$ cat src/sv/running_median_sorted_insert_macros.svh
// Assertion macros shared by the running median RTL.
`ifndef RUNNING_MEDIAN_SORTED_INSERT_MACROS_SVH
`define RUNNING_MEDIAN_SORTED_INSERT_MACROS_SVH
`ifndef SYNTHESIS
// Condition must hold at every clock edge out of reset.
`define RMSI_ASSERT_HOLDS(label, clk, rst, cond) \
  label: assert property (@(posedge clk) disable iff (rst) (cond)) \
    else $error("assertion failed: condition does not hold");
// Antecedent implies consequent in the same cycle.
`define RMSI_ASSERT_IMPL(label, clk, rst, ante, cons) \
  label: assert property (@(posedge clk) disable iff (rst) (ante) |-> (cons)) \
    else $error("assertion failed: same-cycle implication");
// Antecedent implies consequent in the next cycle.
`define RMSI_ASSERT_NEXT(label, clk, rst, ante, cons) \
  label: assert property (@(posedge clk) disable iff (rst) (ante) |=> (cons)) \
    else $error("assertion failed: next-cycle implication");
`else
`define RMSI_ASSERT_HOLDS(label, clk, rst, cond)
`define RMSI_ASSERT_IMPL(label, clk, rst, ante, cons)
`define RMSI_ASSERT_NEXT(label, clk, rst, ante, cons)
`endif
`endif

$ cat src/sv/rmsi_pkg.sv
// Types and constants for the running median by sorted insertion.
package rmsi_pkg;

  // Default store depth.
  localparam int RMSI_CAPACITY = 64;

  // Input request payload.
  typedef struct packed {
    logic signed [15:0] sample;
    logic               restart;
  } req_t;

  // Result payload.
  typedef struct packed {
    logic signed [16:0] median_doubled;
    logic [6:0]         stored_count;
    logic               full_res;
  } rsp_t;

  // Commands from the controller to the datapath.
  typedef struct packed {
    logic load;        // capture the request
    logic rd_scan;     // read store at the scan index
    logic wr_shift;    // move the entry read up by one, step index down
    logic wr_x_above;  // write the sample just above the scan index
    logic wr_x_zero;   // write the sample at the bottom entry
    logic rd_med_a;    // read upper middle entry
    logic rd_med_b;    // read lower middle entry, keep the first
    logic out_load;    // load the result register
  } cmd_t;

  // Status from the datapath to the controller.
  typedef struct packed {
    logic empty;     // store holds nothing after the restart
    logic drop;      // store was full, sample is dropped
    logic ge;        // entry read is greater than or equal to the sample
    logic idx_zero;  // scan index sits at the bottom entry
  } status_t;

endpackage

$ cat src/sv/rmsi_dp.sv
// Datapath: sorted sample store, scan index, count and result register.
`include "running_median_sorted_insert_macros.svh"
module rmsi_dp
  import rmsi_pkg::*;
#(
  parameter int CAPACITY = RMSI_CAPACITY
) (
  input  logic    clk,
  input  logic    rst,
  input  req_t    req_data,
  input  cmd_t    cmd,
  output status_t status,
  output rsp_t    rsp_data
);

  localparam int AW = (CAPACITY > 1) ? $clog2(CAPACITY) : 1;
  localparam int CW = $clog2(CAPACITY + 1);

  // Sorted store, ascending.
  logic signed [15:0] mem [CAPACITY];

  logic signed [15:0] x;
  logic signed [15:0] rd_data;
  logic signed [15:0] va;
  logic [CW-1:0]      count;
  logic [AW-1:0]      idx;
  logic               drop;

  logic [CW-1:0]      cnt_eff;
  logic [CW-1:0]      idx_init;
  logic [CW-1:0]      half_w;
  logic [AW-1:0]      half;
  logic [AW-1:0]      second;
  logic               rd_en;
  logic [AW-1:0]      rd_addr;
  logic               wr_en;
  logic [AW-1:0]      wr_addr;
  logic signed [15:0] wr_data;
  logic [CW+6:0]      count_ext;
  logic signed [16:0] sum;

  // Count seen by a new request after an optional restart.
  assign cnt_eff  = req_data.restart ? '0 : count;
  assign idx_init = cnt_eff - CW'(1);

  // Middle entry addresses; for an odd count both reads hit the same entry.
  assign half_w = count >> 1;
  assign half   = half_w[AW-1:0];
  assign second = count[0] ? half : half - AW'(1);

  // Memory port selection.
  assign rd_en   = cmd.rd_scan | cmd.rd_med_a | cmd.rd_med_b;
  assign rd_addr = cmd.rd_scan ? idx : (cmd.rd_med_a ? half : second);
  assign wr_en   = cmd.wr_shift | cmd.wr_x_above | cmd.wr_x_zero;
  assign wr_addr = cmd.wr_x_zero ? '0 : idx + AW'(1);
  assign wr_data = cmd.wr_shift ? rd_data : x;

  // Status back to the controller.
  assign status.empty    = (count == '0);
  assign status.drop     = drop;
  assign status.ge       = (rd_data >= x);
  assign status.idx_zero = (idx == '0);

  // Result arithmetic.
  assign sum       = 17'(va) + 17'(rd_data);
  assign count_ext = {7'd0, count};

  // Store access with a registered read port.
  always_ff @(posedge clk) begin
    if (wr_en) begin
      mem[wr_addr] <= wr_data;
    end
    if (rd_en) begin
      rd_data <= mem[rd_addr];
    end
  end

  // Count and drop flag.
  always_ff @(posedge clk) begin
    if (rst) begin
      count <= '0;
      drop  <= 1'b0;
    end else if (cmd.load) begin
      count <= cnt_eff;
      drop  <= (cnt_eff == CW'(CAPACITY));
    end else if (cmd.wr_x_above || cmd.wr_x_zero) begin
      count <= count + CW'(1);
    end
  end

  // Sample, scan index, first middle value and result register.
  always_ff @(posedge clk) begin
    if (cmd.load) begin
      x   <= req_data.sample;
      idx <= idx_init[AW-1:0];
    end else if (cmd.wr_shift) begin
      idx <= idx - AW'(1);
    end
    if (cmd.rd_med_b) begin
      va <= rd_data;
    end
    if (cmd.out_load) begin
      rsp_data.median_doubled <= sum;
      rsp_data.stored_count   <= count_ext[6:0];
      rsp_data.full_res       <= drop;
    end
  end

  `RMSI_ASSERT_HOLDS(a_count_bound, clk, rst, count <= CW'(CAPACITY))
  `RMSI_ASSERT_IMPL(a_no_insert_on_drop, clk, rst, cmd.wr_x_above || cmd.wr_x_zero, !drop)

endmodule

$ cat src/sv/rmsi_ctrl.sv
// Controller: sequences the insertion scan, the median reads and the result.
`include "running_median_sorted_insert_macros.svh"
module rmsi_ctrl
  import rmsi_pkg::*;
(
  input  logic    clk,
  input  logic    rst,
  input  logic    req_valid,
  output logic    req_stall,
  output logic    rsp_valid,
  input  logic    rsp_stall,
  input  status_t status,
  output cmd_t    cmd
);

  localparam logic [2:0] ST_IDLE   = 3'd0;
  localparam logic [2:0] ST_DECIDE = 3'd1;
  localparam logic [2:0] ST_RD     = 3'd2;
  localparam logic [2:0] ST_CMP    = 3'd3;
  localparam logic [2:0] ST_PUT0   = 3'd4;
  localparam logic [2:0] ST_MA     = 3'd5;
  localparam logic [2:0] ST_MB     = 3'd6;
  localparam logic [2:0] ST_MC     = 3'd7;

  logic [2:0] state;
  logic [2:0] state_next;
  logic       out_free;

  assign req_stall = (state != ST_IDLE);
  assign out_free  = !rsp_valid || !rsp_stall;

  // Next state and commands.
  always_comb begin
    state_next = state;
    cmd        = '0;
    case (state)
      ST_IDLE: begin
        if (req_valid) begin
          cmd.load   = 1'b1;
          state_next = ST_DECIDE;
        end
      end
      ST_DECIDE: begin
        if (status.drop) begin
          state_next = ST_MA;
        end else if (status.empty) begin
          state_next = ST_PUT0;
        end else begin
          state_next = ST_RD;
        end
      end
      ST_RD: begin
        cmd.rd_scan = 1'b1;
        state_next  = ST_CMP;
      end
      ST_CMP: begin
        if (status.ge) begin
          cmd.wr_shift = 1'b1;
          state_next   = status.idx_zero ? ST_PUT0 : ST_RD;
        end else begin
          cmd.wr_x_above = 1'b1;
          state_next     = ST_MA;
        end
      end
      ST_PUT0: begin
        cmd.wr_x_zero = 1'b1;
        state_next    = ST_MA;
      end
      ST_MA: begin
        cmd.rd_med_a = 1'b1;
        state_next   = ST_MB;
      end
      ST_MB: begin
        cmd.rd_med_b = 1'b1;
        state_next   = ST_MC;
      end
      ST_MC: begin
        if (out_free) begin
          cmd.out_load = 1'b1;
          state_next   = ST_IDLE;
        end
      end
      default: begin
        state_next = ST_IDLE;
      end
    endcase
  end

  // State and result valid flag.
  always_ff @(posedge clk) begin
    if (rst) begin
      state     <= ST_IDLE;
      rsp_valid <= 1'b0;
    end else begin
      state <= state_next;
      if (cmd.out_load) begin
        rsp_valid <= 1'b1;
      end else if (!rsp_stall) begin
        rsp_valid <= 1'b0;
      end
    end
  end

  `RMSI_ASSERT_NEXT(a_accept_decides, clk, rst, req_valid && !req_stall, state == ST_DECIDE)
  `RMSI_ASSERT_IMPL(a_load_when_free, clk, rst, cmd.out_load, !rsp_valid || !rsp_stall)

endmodule

$ cat src/sv/running_median_sorted_insert.sv
// Running median by sorted insertion: each request carries a signed 16-bit
// sample, which is inserted into a sorted store of up to CAPACITY samples
// (a restart flag empties the store first), and each request gives one
// result: twice the median of the stored samples, the stored count, and a
// full flag set when the sample was dropped because the store was full.
// One request is handled at a time. Each stored entry greater than or equal
// to the sample is moved up one place, one entry at a time (read, then
// compare and write back), and the sample is written into the gap, at the
// bottom entry when every stored entry is greater than or equal to it (an
// empty store included); two reads of the middle entries follow. A dropped
// sample skips the scan and the write. While an earlier result still waits
// under output stall, the result load waits too, and the next request is
// accepted once the controller is back in idle after the result is loaded.
// A new request is taken while the previous result still waits on the output.
module running_median_sorted_insert
  import rmsi_pkg::*;
#(
  parameter int CAPACITY = RMSI_CAPACITY
) (
  input  logic clk,
  input  logic rst,
  input  logic req_valid,
  output logic req_stall,
  input  req_t req_data,
  output logic rsp_valid,
  input  logic rsp_stall,
  output rsp_t rsp_data
);

  cmd_t    cmd;
  status_t status;

  // Sequencing.
  rmsi_ctrl u_ctrl (
    .clk       (clk),
    .rst       (rst),
    .req_valid (req_valid),
    .req_stall (req_stall),
    .rsp_valid (rsp_valid),
    .rsp_stall (rsp_stall),
    .status    (status),
    .cmd       (cmd)
  );

  // Store and arithmetic.
  rmsi_dp #(
    .CAPACITY (CAPACITY)
  ) u_dp (
    .clk      (clk),
    .rst      (rst),
    .req_data (req_data),
    .cmd      (cmd),
    .status   (status),
    .rsp_data (rsp_data)
  );

endmodule
$ cat config.mk
export PLATFORM = sky130hd
export DESIGN_NAME = running_median_sorted_insert
export DESIGN_NICKNAME = d
export VERILOG_FILES = /design/src/sv/rmsi_pkg.sv /design/src/sv/rmsi_dp.sv /design/src/sv/rmsi_ctrl.sv /design/src/sv/running_median_sorted_insert.sv
export VERILOG_INCLUDE_DIRS = /design/src /design/src/sv
export SDC_FILE = /design/constraint.sdc
export NUM_CORES = 1
export LEC_CHECK = 0
export BUFFER_PORTS_ARGS = -buffer_cell sky130_fd_sc_hd__buf_2
export CAP_MARGIN = 10
export CORE_MARGIN = 3
export CORE_UTILIZATION = 47
export DETAILED_ROUTE_END_ITERATION = 8
export GPL_ROUTABILITY_DRIVEN = 1
export SLEW_MARGIN = 40
export SYNTH_ARGS = -nofsm -noshare
export SYNTH_HDL_FRONTEND = slang
export SYNTH_SLANG_ARGS = --single-unit
$ cat constraint.sdc
create_clock -name clk -period 5.9 [get_ports clk]
set_input_delay 0.59 -clock clk [delete_from_list [all_inputs] [get_ports clk]]
set_output_delay 0.59 -clock clk [all_outputs]
set_load 0.05 [all_outputs]
==> impl_metrics.yaml <==
power_and_ir_drop:
  power_leakage_nw: 17.9
  clkPwrFrac_pct: 29.0
  switching_share_pct: 35.5
  switching_power_w: 0.00818
  internal-power_w: 0.0149
  comb_power_share_pct: 30.4
  power.density_nw_per_um2: 448
  p_seq_share_pct: 40.6
  peakVddDrop_mv: 0.314
cts:
  h-tree-depth: 3
  ctsResizeCount: 0
  cts_hold_buf: 0
  clk_latency_ns: 0.71
  cts.path.max_buffers: 3
  tritoncts: "built"
  cts-root-buf: "clkbuf_16"
  cts_buffers: 113
  post_cts_buffers: 0
  numClockSinks: 1115
  clk_pin_slew_worst_paths_ns: 0.06
sta:
  slew_headroom_pct: 40.1
  tns_ns: 0
  worst_slew_pin_slew_ns: 0.890
  rsz0062_at_grt: "no"
  period_needed_ns: 5.27
  post-route-period-util_pct: 89.3
  drv_slew: 0
  setup_viol: 0
  setup_ws_ns: 0.634
  fin_skew_ns: 0.0334
  fmax_mhz: 190
  hold_violations: 0
worst_setup_path:
  r2r_start: "u_ctrl.state[0]$_SDFFE_PP0P_"
  worstPathRequired_ns: 6.33
  slowest_delay_ns: 0.77
  crit_type: "flip-flop to flip-flop"
  crit_path_cell_trace: "nand3b_1, a32oi_1, and2_4, buf_4, a211oi_1, a311oi_1, a31oi_1, a311oi_1, nand3_1, nor3_1"
  worstSetupEndpointType: "flip-flop"
  worstSetupStartpoint: "u_ctrl.state[0]$_SDFFE_PP0P_"
  path_delay_family: "simple AND/OR/NAND/NOR gates"
  critPathSlowestCell: "and2_4"
  start_kind: "flip-flop"
  cp_num_buf_inv: 1
  critical_path_arrival_ns: 5.69
  cpMostUsedCell: "a311oi_1"
  cp_max_fo: 55
logic_synthesis:
  synth_xor_area_share_pct: 0.420
  synth_cell_types: 82
  ys_dominant_reg_cell: "edfxtp_1"
  async_reset_ff_share_pct: 0
  synth-edff-count: 1103
  yosys.area_share.adder_pct: 1.11
  synth_top_area_share_pct: 72.1
  synth.yosys.seq_area_share_pct: 72.7
  synth_top_family_by_area: "simple AND/OR/NAND/NOR gates"
  synthSimpleGateAreaFrac_pct: 17.2
  synth_compound_area_share_pct: 5.03
  synth.cell_area_um2: 45900
  yosysWarnings: 0
  synthMuxAreaShare_pct: 1.12
  synth.most_common_cell: "edfxtp_1"
  ys_top_cells_by_area: "edfxtp_1, nand2_1, nand3_1, a21oi_1, buf_2"
  ys_ff_latch: 1115
  synth.avg_cell_area_um2: 12.7
  syn-num-nets: 3688
  synthCells: 3627
  synth_top_area_cell: "edfxtp_1"
  synth_common_cells: "edfxtp_1, nand2_1, nand3_1, a21oi_1, nor2_1"
route:
  drc: 0
  routed_wl_um: 135000
  via_per_inst: 5.96
  drt_first_pass_iters: 6
  vias: 30300
  wire_per_inst_um: 26.6
  ant_nets: 0
  drt_iter0_drc: 3995
grt:
  grt_max_degree: 104
  grtUsageTotal_pct: 26.3
  grt_pass1_wl_um: 198000
  overflow: 0
  grt_pass1_vias: 28400
  antenna_found_initial: 4
cells_and_area:
  postLayoutCoreUtil_pct: 53.3
  stdcell_area_um2: 51500
  final_nets: 3781
  final_cells: 5084
  drive_above_1_share_pct: 10.6
  syn2layout_area_growth_pct: 12.2
placement:
  portBuffers: 47
  place_area_um2: 48100
  place_ws_ns: 0.861
  post-dp-hpwl_um: 83500
  routabilityCongestion: 0.919
  dpl.cell_count: 4879
hold_path:
  min_from: "req_data[10]"
  hold_path_class: "input pin to flip-flop"
floorplan:
  coreArea_um2: 96700
  die_area_um2: 101000
  io_pins: 48
  die_w_um: 319
  rows: 114
  initial_core_util_pct: 47.5
  fp.dieH_um: 319
flow_run:
  max_cap_violations: 0
outcome:
  status: "finished clean"
through the flow:
stage	hold WS (ns)	total power [W]
floorplan	0.406	0.0139
global placement	0.510	0.0164
detailed placement	0.517	0.0164
CTS	0.0306	0.0231
global route	0.0466	0.0240
finish	0.0683	0.0231
flip-flops by register name (all words and copies together) (netlist names):
signal,count
u_dp.idx,6
u_ctrl.state,3
u_dp.drop,1
u_dp.rd_data,16
u_dp.mem,1024
u_dp.va,16
u_dp.count,7
u_dp.x,16
u_dp.rsp_data,25
u_ctrl.rsp_valid,1
final cells by class:
type | count | area, µm²
fillers | 8153 | 45200
flip-flops and latches | 1115 | 33400
multi-input cells | 2265 | 11500
clock buffers | 148 | 3000
well taps | 1276 | 1600
repair buffers | 189 | 1490
clock inverters | 54 | 382
inverters | 36 | 135
diodes | 1 | 2.50
routing by layer:
| metal | track usage (%) | wire length (µm) | vias up |
|---|---|---|---|
| li1 | - | - | 13400 |
| met1 | 38.4 | 55300 | 15100 |
| met2 | 39.3 | 60600 | 1569 |
| met3 | 4.81 | 13800 | 233 |
| met4 | 10.3 | 5340 | 2 |
| met5 | 0 | 12 | - |
cell families after synthesis:
family / count (synthesis)
adder cells (fa/ha/maj): 40
buffers and inverters: 247
XOR/XNOR: 22
AND/OR/NAND/NOR: 1773
multiplexers: 47
flip-flops: 1115
AO/OA/AOI/OAI: 383
worst register-to-register path, delay by kind of cell, from the launching register on:
kind                   cells  cell delay (ns)
flip-flops                 1             0.68
AO/OA/AOI/OAI              5             1.73
AND/OR/NAND/NOR            4             1.91
buffers and inverters      1             0.68
power by group through the flow:
stage / combinational, W / sequential, W / clock [W]
after detailed placement: 0.00691 / 0.00953 / 0
after global routing: 0.00756 / 0.00938 / 0.00711
after CTS: 0.00694 / 0.00937 / 0.00677
after floorplan: 0.00443 / 0.00945 / 0
after global placement: 0.00684 / 0.00953 / 0
final: 0.00702 / 0.00937 / 0.00668
placed cells by master (no fill, tap or decap), drive strengths merged, types with 17 or more instances in the layout:
| cell | netlist | final |
|---|---|---|
| mux2i | 29 | 29 |
| nand3 | 442 | 442 |
| a211oi | 17 | 17 |
| and3 | 63 | 63 |
| nor4 | 33 | 33 |
| a21oi | 197 | 197 |
| ha | 39 | 39 |
| o21ai | 37 | 37 |
| edfxtp | 1103 | 1103 |
| nor3 | 31 | 31 |
| clkbuf | 59 | 148 |
| inv | 36 | 43 |
| nand4 | 19 | 19 |
| nand2 | 1004 | 1004 |
| nor2 | 118 | 118 |
| buf | 152 | 189 |
| a31oi | 37 | 37 |
| clkinv | 0 | 43 |
worst paths after layout:
path | slack [ns] | cells past startpoint | to
worst max register to register | 0.63 | 10 | u_dp.rd_data[11]$_DFFE_PP_
worst min register to register | 0.52 | 2 | u_ctrl.rsp_valid$_SDFFE_PP0P_
worst min-delay path | 0.07 | 1 | u_dp.x[9]$_DFFE_PP_
worst max-delay path | 0.63 | 10 | u_dp.rd_data[11]$_DFFE_PP_
(Power assumes the default switching activity.)
